==> config.mk <==
export PLATFORM = sky130hd
export DESIGN_NAME = nmea_sentence_framer_core_flat
export DESIGN_NICKNAME = d
export VERILOG_FILES = /design/src/design/nsf_pkg.sv /design/src/design/nsf_if.sv /design/src/design/nsf_input_stage.sv /design/src/design/nsf_parser.sv /design/src/design/nsf_output_stage.sv /design/src/design/nmea_sentence_framer_core.sv /design/src/flat_wrapper.sv
export VERILOG_INCLUDE_DIRS = /design/src /design/src/design
export SDC_FILE = /design/constraint.sdc
export NUM_CORES = 1
export LEC_CHECK = 0
export BUFFER_PORTS_ARGS = -buffer_cell sky130_fd_sc_hd__buf_2
export CORE_ASPECT_RATIO = 1.1
export CORE_MARGIN = 4
export CORE_UTILIZATION = 42
export DETAILED_ROUTE_END_ITERATION = 10
export GPL_TIMING_DRIVEN = 0
export PLACE_DENSITY_LB_ADDON = 0.1
export SYNTH_ARGS = -nofsm -noshare
export SYNTH_HDL_FRONTEND = slang
export SYNTH_SLANG_ARGS = --single-unit
==> constraint.sdc <==
create_clock -name clock -period 4.3 [get_ports clock]
set_input_delay 0.86 -clock clock [delete_from_list [all_inputs] [get_ports clock]]
set_output_delay 0.86 -clock clock [all_outputs]
set_load 0.005 [all_outputs]
==> src/design/nmea_sentence_framer_core_macros.svh <==
// ----------------------------------------------------------------------------
// NMEA sentence framer assertion macros
// Concurrent assertion forms used by the framer parser.
// ----------------------------------------------------------------------------
`ifndef NMEA_SENTENCE_FRAMER_CORE_MACROS_SVH
`define NMEA_SENTENCE_FRAMER_CORE_MACROS_SVH

// same-cycle implication
`define NSF_ASSERT_NOW(label, clk, rst, ante, cons, msg) \
   label: assert property (@(posedge clk) disable iff (rst) (ante) |-> (cons)) \
      else $error(msg);

// next-cycle implication
`define NSF_ASSERT_NEXT(label, clk, rst, ante, cons, msg) \
   label: assert property (@(posedge clk) disable iff (rst) (ante) |=> (cons)) \
      else $error(msg);

`endif

==> src/design/nsf_pkg.sv <==
// ----------------------------------------------------------------------------
// NMEA sentence framer package
// Character codes, address table and the words passed between stages.
// ----------------------------------------------------------------------------
`default_nettype none

package nsf_pkg;

   localparam logic [7:0] CHAR_DOLLAR  = 8'h24;
   localparam logic [7:0] CHAR_STAR    = 8'h2A;
   localparam logic [7:0] CHAR_COMMA   = 8'h2C;
   localparam logic [7:0] CHAR_LF      = 8'h0A;
   localparam logic [7:0] CHAR_CR      = 8'h0D;
   localparam logic [7:0] CHAR_DIGIT_0 = 8'h30;
   localparam logic [7:0] CHAR_DIGIT_9 = 8'h39;
   localparam logic [7:0] CHAR_UPPER_A = 8'h41;
   localparam logic [7:0] CHAR_UPPER_F = 8'h46;
   localparam logic [7:0] CHAR_UPPER_Z = 8'h5A;
   localparam logic [7:0] HEX_NIBBLE_MASK = 8'h0F;

   localparam logic [7:0] MAX_LEN_RESET = 8'd100;

   localparam int          KNOWN_COUNT  = 6;
   localparam int          ADDR_CHARS   = 5;
   localparam logic [2:0]  TYPE_UNKNOWN = 3'd6;

   // entry 0 GPGGA ... entry 5 GPZDA, first character in the top byte
   localparam logic [KNOWN_COUNT-1:0][8*ADDR_CHARS-1:0] KNOWN_ADDR = {
      "GPZDA", "GPRMC", "GPRMB", "GPGSV", "GPGSA", "GPGGA"
   };

   typedef struct packed {
      logic       valid;
      logic [7:0] data;
   } byte_word_type;

   typedef struct packed {
      logic [2:0] sentence_type;
      logic [7:0] sentence_length;
      logic       had_checksum;
      logic [7:0] calc_checksum;
   } rsp_payload_type;

   typedef struct packed {
      logic            valid;
      rsp_payload_type payload;
   } result_word_type;

   function automatic logic [2:0] lookup_type(input logic                  five_chars,
                                              input logic [8*ADDR_CHARS-1:0] chars);
      logic [2:0] found;
      found = TYPE_UNKNOWN;
      for (int t = KNOWN_COUNT - 1; t >= 0; t--) begin
         if (five_chars && chars == KNOWN_ADDR[t]) begin
            found = 3'(t);
         end
      end
      return found;
   endfunction

endpackage

`default_nettype wire

==> src/design/nsf_if.sv <==
// ----------------------------------------------------------------------------
// NMEA sentence framer channels
// Byte request channel and sentence response channel, valid/ready.
// ----------------------------------------------------------------------------
`default_nettype none

interface nsf_req_if;
   logic       valid;
   logic       ready;
   logic [7:0] rx_byte;

   modport source (output valid, output rx_byte, input ready);
   modport sink   (input valid, input rx_byte, output ready);
endinterface

interface nsf_rsp_if;
   logic       valid;
   logic       ready;
   logic [2:0] sentence_type;
   logic [7:0] sentence_length;
   logic       had_checksum;
   logic [7:0] calc_checksum;

   modport source (output valid, output sentence_type, output sentence_length,
                   output had_checksum, output calc_checksum, input ready);
   modport sink   (input valid, input sentence_type, input sentence_length,
                   input had_checksum, input calc_checksum, output ready);
endinterface

`default_nettype wire

==> src/design/nsf_input_stage.sv <==
// ----------------------------------------------------------------------------
// NMEA sentence framer input stage
// Holds one received byte until the parser consumes it.
// ----------------------------------------------------------------------------
`default_nettype none

module nsf_input_stage (
   input  logic                  clock,
   input  logic                  reset,
   nsf_req_if.sink               req_chan,
   input  logic                  advance,
   output nsf_pkg::byte_word_type in_word
);
   import nsf_pkg::*;

   logic       valid_ff, valid_in;
   logic [7:0] data_ff;
   logic       take;

   assign req_chan.ready = !valid_ff || advance;
   assign take           = req_chan.valid && req_chan.ready;

   always_comb begin
      valid_in = valid_ff;
      if (take) begin
         valid_in = 1'b1;
      end else if (advance) begin
         valid_in = 1'b0;
      end
   end

   always_ff @(posedge clock) begin
      if (reset) begin
         valid_ff <= 1'b0;
      end else begin
         valid_ff <= valid_in;
      end
   end

   always_ff @(posedge clock) begin
      if (take) begin
         data_ff <= req_chan.rx_byte;
      end
   end

   assign in_word.valid = valid_ff;
   assign in_word.data  = data_ff;

endmodule

`default_nettype wire

==> src/design/nsf_parser.sv <==
// ----------------------------------------------------------------------------
// NMEA sentence framer parser
// Byte-wise framing state machine, checksum and address match.
// ----------------------------------------------------------------------------
`default_nettype none
`include "nmea_sentence_framer_core_macros.svh"

module nsf_parser #(
   parameter int ADDRESS_FIELD_LEN = 10
) (
   input  logic                    clock,
   input  logic                    reset,
   input  nsf_pkg::byte_word_type  in_word,
   input  logic                    advance,
   input  logic [7:0]              max_len,
   output nsf_pkg::result_word_type result_word
);
   import nsf_pkg::*;

   localparam int              CountW    = $clog2(ADDRESS_FIELD_LEN);
   localparam logic [CountW-1:0] AddrLimit = CountW'(ADDRESS_FIELD_LEN - 1);
   localparam logic [CountW-1:0] TypeChars = CountW'(ADDR_CHARS);

   typedef enum logic [6:0] {
      PH_SEARCH      = 7'b0000001,
      PH_ADDR        = 7'b0000010,
      PH_DATA        = 7'b0000100,
      PH_CK_HI       = 7'b0001000,
      PH_CK_LO       = 7'b0010000,
      PH_END_PLAIN   = 7'b0100000,
      PH_END_CHECKED = 7'b1000000
   } phase_type;

   phase_type                  phase_ff, phase_in;
   logic [7:0]                 stored_ff, stored_in;
   logic [7:0]                 xor_ff, xor_in;
   logic                       high_ff, high_in;
   logic [3:0]                 hex_hi_ff, hex_hi_in;
   logic [CountW-1:0]          count_ff, count_in;
   logic [8*ADDR_CHARS-1:0]    chars_ff, chars_in;

   logic [7:0] c;
   logic [2:0] found_type;
   logic       finish, checked, over_len, c_is_hex;
   logic [3:0] c_hex;

   assign c        = in_word.data;
   assign over_len = stored_ff >= max_len;
   assign c_is_hex = (c >= CHAR_DIGIT_0 && c <= CHAR_DIGIT_9) ||
                     (c >= CHAR_UPPER_A && c <= CHAR_UPPER_F);
   assign c_hex    = (c >= CHAR_UPPER_A) ? 4'(c & HEX_NIBBLE_MASK) + 4'd9
                                         : 4'(c & HEX_NIBBLE_MASK);
   assign found_type = lookup_type(count_ff == TypeChars, chars_ff);

   always_comb begin
      phase_in  = phase_ff;
      stored_in = stored_ff;
      xor_in    = xor_ff;
      high_in   = high_ff;
      hex_hi_in = hex_hi_ff;
      count_in  = count_ff;
      chars_in  = chars_ff;
      finish    = 1'b0;
      checked   = 1'b0;
      if (phase_ff != PH_SEARCH && over_len) begin
         phase_in = PH_SEARCH;
      end else begin
         case (phase_ff)
            PH_SEARCH: begin
               if (c == CHAR_DOLLAR) begin
                  stored_in = 8'd0;
                  xor_in    = 8'd0;
                  high_in   = 1'b0;
                  hex_hi_in = 4'd0;
                  count_in  = '0;
                  phase_in  = PH_ADDR;
               end
            end
            PH_ADDR: begin
               stored_in = stored_ff + 8'd1;
               xor_in    = xor_ff ^ c;
               if (c == CHAR_COMMA) begin
                  phase_in = PH_DATA;
               end else if (count_ff >= AddrLimit || c < CHAR_UPPER_A || c > CHAR_UPPER_Z) begin
                  phase_in = PH_SEARCH;
               end else begin
                  for (int i = 0; i < ADDR_CHARS; i++) begin
                     if (count_ff == CountW'(i)) begin
                        chars_in[8*(ADDR_CHARS-1-i) +: 8] = c;
                     end
                  end
                  count_in = count_ff + CountW'(1);
               end
            end
            PH_DATA: begin
               stored_in = stored_ff + 8'd1;
               if (c == CHAR_STAR) begin
                  phase_in = PH_CK_HI;
               end else if (c == CHAR_LF) begin
                  phase_in = PH_END_PLAIN;
               end else if (c == CHAR_CR) begin
                  finish   = 1'b1;
                  phase_in = PH_SEARCH;
               end else begin
                  xor_in = xor_ff ^ c;
                  if (c[7]) begin
                     high_in = 1'b1;
                  end
               end
            end
            PH_CK_HI: begin
               if (!c_is_hex) begin
                  phase_in = PH_SEARCH;
               end else begin
                  stored_in = stored_ff + 8'd1;
                  hex_hi_in = c_hex;
                  phase_in  = PH_CK_LO;
               end
            end
            PH_CK_LO: begin
               if (!c_is_hex) begin
                  phase_in = PH_SEARCH;
               end else begin
                  stored_in = stored_ff + 8'd1;
                  if (!high_ff && {hex_hi_ff, c_hex} == xor_ff) begin
                     phase_in = PH_END_CHECKED;
                  end else begin
                     phase_in = PH_SEARCH;
                  end
               end
            end
            PH_END_PLAIN, PH_END_CHECKED: begin
               if (c == CHAR_CR) begin
                  stored_in = stored_ff + 8'd1;
                  finish    = 1'b1;
                  checked   = (phase_ff == PH_END_CHECKED);
                  phase_in  = PH_SEARCH;
               end else if (c != CHAR_LF) begin
                  phase_in = PH_SEARCH;
               end
            end
            default: begin
               phase_in = PH_SEARCH;
            end
         endcase
      end
   end

   always_ff @(posedge clock) begin
      if (reset) begin
         phase_ff  <= PH_SEARCH;
         stored_ff <= 8'd0;
         xor_ff    <= 8'd0;
         high_ff   <= 1'b0;
         hex_hi_ff <= 4'd0;
         count_ff  <= '0;
      end else if (advance) begin
         phase_ff  <= phase_in;
         stored_ff <= stored_in;
         xor_ff    <= xor_in;
         high_ff   <= high_in;
         hex_hi_ff <= hex_hi_in;
         count_ff  <= count_in;
      end
   end

   always_ff @(posedge clock) begin
      if (advance) begin
         chars_ff <= chars_in;
      end
   end

   assign result_word.valid                   = finish && found_type != TYPE_UNKNOWN;
   assign result_word.payload.sentence_type   = found_type;
   assign result_word.payload.sentence_length = stored_in;
   assign result_word.payload.had_checksum    = checked;
   assign result_word.payload.calc_checksum   = xor_ff;

   `NSF_ASSERT_NEXT(a_emit_restarts, clock, reset, advance && result_word.valid, phase_ff == PH_SEARCH, "parser not back in search after a sentence")
   `NSF_ASSERT_NOW(a_emit_five_chars, clock, reset, result_word.valid, count_ff == TypeChars, "sentence emitted without a five character address")
   `NSF_ASSERT_NOW(a_checked_clean, clock, reset, result_word.valid && result_word.payload.had_checksum, !high_ff, "verified checksum with a high byte seen")
   `NSF_ASSERT_NOW(a_addr_bound, clock, reset, 1'b1, count_ff <= AddrLimit, "address count beyond the field limit")

endmodule

`default_nettype wire

==> src/design/nsf_output_stage.sv <==
// ----------------------------------------------------------------------------
// NMEA sentence framer output stage
// Result register in front of the response channel.
// ----------------------------------------------------------------------------
`default_nettype none

module nsf_output_stage (
   input  logic                     clock,
   input  logic                     reset,
   input  logic                     advance,
   input  nsf_pkg::result_word_type result_word,
   output logic                     out_free,
   nsf_rsp_if.source                rsp_chan
);
   import nsf_pkg::*;

   logic            valid_ff, valid_in;
   rsp_payload_type payload_ff;

   assign out_free = !valid_ff || rsp_chan.ready;

   always_comb begin
      valid_in = valid_ff;
      if (advance) begin
         valid_in = result_word.valid;
      end else if (rsp_chan.ready) begin
         valid_in = 1'b0;
      end
   end

   always_ff @(posedge clock) begin
      if (reset) begin
         valid_ff <= 1'b0;
      end else begin
         valid_ff <= valid_in;
      end
   end

   always_ff @(posedge clock) begin
      if (advance && result_word.valid) begin
         payload_ff <= result_word.payload;
      end
   end

   assign rsp_chan.valid           = valid_ff;
   assign rsp_chan.sentence_type   = payload_ff.sentence_type;
   assign rsp_chan.sentence_length = payload_ff.sentence_length;
   assign rsp_chan.had_checksum    = payload_ff.had_checksum;
   assign rsp_chan.calc_checksum   = payload_ff.calc_checksum;

endmodule

`default_nettype wire

==> src/design/nmea_sentence_framer_core.sv <==
// ----------------------------------------------------------------------------
// NMEA sentence framer core
// Frames NMEA 0183 sentences from a byte stream and reports known types.
//
//   channel   dir  word                               handshake
//   req_chan  in   rx_byte                            valid/ready
//   rsp_chan  out  type, length, checksum flag, xor   valid/ready
//   csr_*     in   max_sentence_length                write enable
//
// One byte a cycle unless responses stall; input and output are registered.
// The rate is set by the single parser state update on each byte.
// A byte that ends a known sentence yields one response word, others none.
// A stalled response only holds the parser once its register and the
// input register are both full.
// Synchronous reset; length limit resets to 100.
// ----------------------------------------------------------------------------
`default_nettype none

module nmea_sentence_framer_core #(
   parameter int ADDRESS_FIELD_LEN = 10
) (
   input  logic       clock,
   input  logic       reset,
   nsf_req_if.sink    req_chan,
   nsf_rsp_if.source  rsp_chan,
   input  logic       csr_wr_en,
   input  logic [7:0] csr_wr_data
);
   import nsf_pkg::*;

   logic [7:0]      max_len_ff;
   byte_word_type   in_word;
   result_word_type result_word;
   logic            out_free;
   logic            advance;

   always_ff @(posedge clock) begin
      if (reset) begin
         max_len_ff <= MAX_LEN_RESET;
      end else if (csr_wr_en) begin
         max_len_ff <= csr_wr_data;
      end
   end

   assign advance = in_word.valid && out_free;

   nsf_input_stage u_input (
      .clock    (clock),
      .reset    (reset),
      .req_chan (req_chan),
      .advance  (advance),
      .in_word  (in_word)
   );

   nsf_parser #(
      .ADDRESS_FIELD_LEN (ADDRESS_FIELD_LEN)
   ) u_parser (
      .clock       (clock),
      .reset       (reset),
      .in_word     (in_word),
      .advance     (advance),
      .max_len     (max_len_ff),
      .result_word (result_word)
   );

   nsf_output_stage u_output (
      .clock       (clock),
      .reset       (reset),
      .advance     (advance),
      .result_word (result_word),
      .out_free    (out_free),
      .rsp_chan    (rsp_chan)
   );

endmodule

`default_nettype wire

==> src/flat_wrapper.sv <==
// flat-port wrapper written by rule: the top's interface ports become plain ports
module nmea_sentence_framer_core_flat import nsf_pkg::*;
#(
   parameter int ADDRESS_FIELD_LEN = 10
)
  (clock, reset, csr_wr_en, csr_wr_data, req_chan_valid, req_chan_rx_byte, req_chan_ready, rsp_chan_valid, rsp_chan_sentence_type, rsp_chan_sentence_length, rsp_chan_had_checksum, rsp_chan_calc_checksum, rsp_chan_ready);
  nsf_req_if req_chan_i ();
  nsf_rsp_if rsp_chan_i ();
  input  logic clock;
  input  logic reset;
  input  logic csr_wr_en;
  input  logic [7:0] csr_wr_data;
  input wire logic [$bits(req_chan_i.valid)-1:0] req_chan_valid;
  input wire logic [$bits(req_chan_i.rx_byte)-1:0] req_chan_rx_byte;
  output wire logic [$bits(req_chan_i.ready)-1:0] req_chan_ready;
  output wire logic [$bits(rsp_chan_i.valid)-1:0] rsp_chan_valid;
  output wire logic [$bits(rsp_chan_i.sentence_type)-1:0] rsp_chan_sentence_type;
  output wire logic [$bits(rsp_chan_i.sentence_length)-1:0] rsp_chan_sentence_length;
  output wire logic [$bits(rsp_chan_i.had_checksum)-1:0] rsp_chan_had_checksum;
  output wire logic [$bits(rsp_chan_i.calc_checksum)-1:0] rsp_chan_calc_checksum;
  input wire logic [$bits(rsp_chan_i.ready)-1:0] rsp_chan_ready;
  assign req_chan_i.valid = req_chan_valid;
  assign req_chan_i.rx_byte = req_chan_rx_byte;
  assign req_chan_ready = req_chan_i.ready;
  assign rsp_chan_valid = rsp_chan_i.valid;
  assign rsp_chan_sentence_type = rsp_chan_i.sentence_type;
  assign rsp_chan_sentence_length = rsp_chan_i.sentence_length;
  assign rsp_chan_had_checksum = rsp_chan_i.had_checksum;
  assign rsp_chan_calc_checksum = rsp_chan_i.calc_checksum;
  assign rsp_chan_i.ready = rsp_chan_ready;
  nmea_sentence_framer_core #(.ADDRESS_FIELD_LEN(ADDRESS_FIELD_LEN)) u_core (.clock(clock), .reset(reset), .req_chan(req_chan_i), .rsp_chan(rsp_chan_i), .csr_wr_en(csr_wr_en), .csr_wr_data(csr_wr_data));
endmodule
==> flow_summary.rst <==
.. list-table::
   :header-rows: 1

   * - Metric
     - Value
   * - Hold path startpoint
     - u_core.u_parser.hex_hi_ff[2]$_SDFFE_PP0P_
   * - Antenna violations before repair
     - 0
   * - Placeable Area
     - 12700 sq um
   * - Reg-to-Reg Start
     - u_core.u_input.data_ff[5]$_DFFE_PP_
   * - Total routing usage reported by global routing
     - 18.0%
   * - Worst min path class
     - flip-flop to flip-flop
   * - Setup Total Neg Slack
     - 0 ns
   * - Minimum setup slack among reg-to-reg paths
     - 0.83 ns
   * - Number of detailed-routing iterations run before antenna repair
     - 6
   * - Total number of H-tree levels
     - 3
   * - Crit end category
     - flip-flop
   * - Diode count
     - 0
   * - Number of enable-type register cells in the synthesized netlist
     - 68
   * - Flip-flop cell with the highest count after synthesis
     - sky130_fd_sc_hd__edfxtp_1
   * - Worst Clk Skew
     - 0.00818 ns
   * - Post-layout power
     - 2.04 mW
   * - Synth Cell Area
     - 5480 sq um
   * - Total clock buffers created by CTS
     - 9
   * - HPWL reported at the end of detailed placement
     - 9.70 mm
   * - Final core area utilization
     - 48.8%
   * - Placed Cells incl. Taps
     - 714
   * - Final nets
     - 607
   * - Length in cells of the worst reg-to-reg path
     - 8
   * - Count of warnings emitted by yosys
     - 0
   * - Setup violation total in the final timing report
     - 0
   * - Worst setup slack after placement
     - 0.800 ns
   * - Number of global-route vias before repair
     - 3923
   * - Count of final hold-check violations
     - 0
   * - Number of vias after detailed routing
     - 4128
   * - Worst setup path category
     - flip-flop to flip-flop
   * - Vertical die dimension
     - 128 um
   * - Number of stages on the worst hold path
     - 1
   * - Cts repair resizes
     - 0
   * - CTS tree
     - done
   * - Final Instance Area
     - 6190 sq um
   * - Count of mapped cells out of synthesis
     - 515
   * - Highest clock rate
     - 288 MHz
   * - Register bit total from synthesis
     - 110
   * - Largest vdd supply drop
     - 0.000139 V
   * - Global route total overflow
     - 0
   * - MaxCap Viol Count
     - 0
   * - Area fraction of the dominant cell type after synthesis
     - 37.3%
   * - Total routed wirelength
     - 13.0 mm
   * - Initial cell density of the core
     - 43.2%
   * - Crit-path max FO
     - 10
   * - Measured slew at the worst slew-check pin
     - 0.936 ns
   * - Average vias per placed instance
     - 5.65
   * - Average detailed-routed wire length per instance
     - 17.8 um
   * - Sequential element share of the synthesized area
     - 52.6%
   * - Die Wd
     - 117 um
   * - Clk_lat worst skew
     - 0.35 ns
   * - Top-level port count
     - 43
   * - Per-instance average area after synthesis
     - 10.6 sq um
   * - Buffer type at the clock tree root
     - sky130_fd_sc_hd__clkbuf_16
   * - Relative area change from synthesis to final layout
     - 13.0%
   * - Pwr/cell area
     - 329 nW/um^2
   * - Net count of the mapped netlist
     - 554
   * - Worst endpoint data arrival time
     - 3.68 ns
   * - Number of standard cells in the final layout excluding fillers
     - 730
   * - Remaining DRCs
     - 0
   * - Number of unique standard cell types used by synthesis
     - 72
   * - Post-route worst hold slack
     - 0.486 ns
   * - Unrepaired setup endpoints after global routing
     - false
   * - Commonest cells in the netlist
     - 68 x sky130_fd_sc_hd__edfxtp_1, 48 x sky130_fd_sc_hd__nor2_1, 42 x sky130_fd_sc_hd__dfxtp_1, 36 x sky130_fd_sc_hd__nand2_1, 28 x sky130_fd_sc_hd__a21oi_1
   * - Startpoint Class
     - flip-flop
   * - Post-synthesis async set-or-reset flop share
     - 0%
   * - Final worst setup slack
     - 0.833 ns
   * - Share of the clock period used by the worst path
     - 80.6%
   * - Floorplan die area
     - 14900 sq um
   * - Max transition margin
     - 37.2%
   * - Critical register-to-register path endpoint
     - u_core.u_parser.phase_ff[0]$_SDFFE_PP1P_
   * - Global placer's final weighted congestion
     - 0.948
   * - Pleak
     - 2.25 nW
   * - Total of hold buffers inserted after clock tree synthesis
     - 0
   * - Time the final worst path needs with I/O delays and setup
     - 3.47 ns
   * - Slew Limit Fails
     - 0
   * - Total number of clock tree sinks
     - 110
   * - Clock transition at path regs
     - 0.08 ns
   * - Global-route wire length before repair
     - 20.7 mm
   * - # port buffers
     - 41
   * - Total cell area at the placement stage
     - 5900 sq um
   * - Pin count of the biggest net entering global routing
     - 21
   * - Most frequently used cell type in the post-synthesis netlist
     - sky130_fd_sc_hd__edfxtp_1
   * - Worst Hold Endpoint
     - u_core.u_parser.hex_hi_ff[2]$_SDFFE_PP0P_
   * - Buffers from clock root to sink, at most
     - 2
   * - Antenna-violating nets left
     - 0
   * - Run status
     - finished clean
   * - Required arrival time at the worst endpoint
     - 4.51 ns
   * - Library cell occupying the most area in the post-synthesis netlist
     - sky130_fd_sc_hd__edfxtp_1
   * - Ratio of cells with drive above 1 in the final layout
     - 14.1%
   * - Post-CTS setup repair buffer count
     - 0
   * - Number of violations reported at the end of detailed-routing iteration 0
     - 250
   * - Row cnt
     - 43
   * - Largest cells by area after synthesis
     - sky130_fd_sc_hd__edfxtp_1 37%, sky130_fd_sc_hd__dfxtp_1 15%, sky130_fd_sc_hd__ha_1 4.1%
[layer usage]
layer | share of wire, % | global-route usage [%]
met5 | 0 | 0
met4 | 1.9 | 5.80
met3 | 3.3 | 3.40
met2 | 51 | 31.4
met1 | 43 | 22.3
[critical path: stages, from the launching register on]
cell	delay, ns
sky130_fd_sc_hd__edfxtp_1	0.51
sky130_fd_sc_hd__clkbuf_1	0.29
sky130_fd_sc_hd__nor4_2	0.62
sky130_fd_sc_hd__a21oi_1	0.28
sky130_fd_sc_hd__o21ai_0	0.34
sky130_fd_sc_hd__xor2_1	0.28
sky130_fd_sc_hd__o21ai_0	0.12
sky130_fd_sc_hd__nor4_1	0.69
sky130_fd_sc_hd__a21oi_1	0.19
[placed cells by master, fill, tap and decap left out, types with 3 or more instances in the layout]
master,netlist,routed
sky130_fd_sc_hd__edfxtp_1,68,68
sky130_fd_sc_hd__nor2_1,48,47
sky130_fd_sc_hd__buf_2,1,42
sky130_fd_sc_hd__dfxtp_1,42,42
sky130_fd_sc_hd__nand2_1,36,36
sky130_fd_sc_hd__a21oi_1,28,28
sky130_fd_sc_hd__inv_1,20,20
sky130_fd_sc_hd__o21ai_0,19,19
sky130_fd_sc_hd__ha_1,18,18
sky130_fd_sc_hd__clkbuf_1,17,17
sky130_fd_sc_hd__nand3_1,17,17
sky130_fd_sc_hd__xnor2_1,12,12
sky130_fd_sc_hd__xor2_1,11,11
sky130_fd_sc_hd__nand2b_1,10,10
sky130_fd_sc_hd__o211ai_1,10,10
sky130_fd_sc_hd__nor4_1,9,9
sky130_fd_sc_hd__clkbuf_16,0,9
sky130_fd_sc_hd__nor2b_1,8,8
sky130_fd_sc_hd__and3_1,8,8
sky130_fd_sc_hd__mux2i_1,8,8
sky130_fd_sc_hd__nor3_1,7,7
sky130_fd_sc_hd__nand4_1,7,7
sky130_fd_sc_hd__a31oi_1,7,7
sky130_fd_sc_hd__a211oi_1,6,6
sky130_fd_sc_hd__and2_1,6,6
sky130_fd_sc_hd__o2111ai_1,5,5
sky130_fd_sc_hd__nor4b_1,5,5
sky130_fd_sc_hd__o31ai_1,5,5
sky130_fd_sc_hd__a22o_1,5,5
sky130_fd_sc_hd__or4_1,4,4
sky130_fd_sc_hd__o221ai_1,3,3
sky130_fd_sc_hd__nor3b_1,3,3
sky130_fd_sc_hd__nor4bb_1,3,3
sky130_fd_sc_hd__o21a_1,3,3
sky130_fd_sc_hd__or2_2,3,3
sky130_fd_sc_hd__o21ai_1,3,3
sky130_fd_sc_hd__nand3b_1,3,3
sky130_fd_sc_hd__o22ai_1,3,3
sky130_fd_sc_hd__o2bb2ai_1,3,3
[power breakdown]
group          leakage, nW  total (mW)  switching [mW]  internal (mW)
clock network        0.137       0.809           0.403          0.406
logic                 1.12      0.0907          0.0575         0.0332
registers            0.985        1.14          0.0162           1.12
total                 2.25        2.04           0.477           1.56
[layout make-up]
| cell class | count | area [sq um] |
|---|---|---|
| fillers | 1145 | 6500 |
| flip-flops and latches | 110 | 2880 |
| multi-input cells | 364 | 2430 |
| clock buffers | 9 | 225 |
| repair buffers | 42 | 220 |
| well taps | 157 | 196 |
| plain buffers | 21 | 95.1 |
| inverters | 20 | 75.1 |
| clock inverters | 7 | 68.8 |
[state kept, by name, summed over array words and instances (netlist names), 3 cells and up]
register	cells
u_core.u_output.rsp_chan.sentence_type	3
u_core.u_parser.stored_ff	8
u_core.u_input.data_ff	8
u_core.u_parser.chars_ff	40
u_core.u_parser.count_ff	4
u_core.u_parser.xor_ff	8
u_core.u_output.rsp_chan.calc_checksum	8
u_core.max_len_ff	8
u_core.u_parser.phase_ff	7
u_core.u_output.rsp_chan.sentence_length	8
u_core.u_parser.hex_hi_ff	4
[logic make-up (layout without fill, tap and decap cells)]
kind of cell | count (synthesis) | in the layout | share of synthesized area [%]
adders and majority gates | 18 | 18 | 4.11
buffers and inverters | 41 | 99 | 3.10
DFF | 110 | 110 | 52.6
xor gates and xnor gates | 23 | 23 | 3.68
muxes | 9 | 9 | 1.67
and+or+nand+nor | 192 | 192 | 19.3
AOI/OAI and AO/OA | 122 | 122 | 15.5
[how the worst max path moves through the flow]
stage / startpoint / to / slack [ns] / depth (start not counted)
after global routing: u_core.u_input.data_ff[5]$_DFFE_PP_ / u_core.u_parser.phase_ff[0]$_SDFFE_PP1P_ / 0.62 / 8
after global placement: u_core.u_parser.phase_ff[6]$_SDFFE_PP0P_ / u_core.u_output.rsp_chan.sentence_type[1]$_DFFE_PP_ / 0.37 / 8
after floorplan: u_core.u_parser.stored_ff[0]$_SDFFE_PP0P_ / u_core.u_output.rsp_chan.calc_checksum[0]$_DFFE_PP_ / 1.29 / 9
after detailed placement: u_core.u_input.data_ff[5]$_DFFE_PP_ / u_core.u_parser.phase_ff[0]$_SDFFE_PP1P_ / 0.80 / 8
after CTS: u_core.u_input.data_ff[5]$_DFFE_PP_ / u_core.u_parser.phase_ff[0]$_SDFFE_PP1P_ / 0.79 / 8
final: u_core.u_input.data_ff[5]$_DFFE_PP_ / u_core.u_parser.phase_ff[0]$_SDFFE_PP1P_ / 0.83 / 8
No activity file was read; power rests on OpenSTA's default activity.
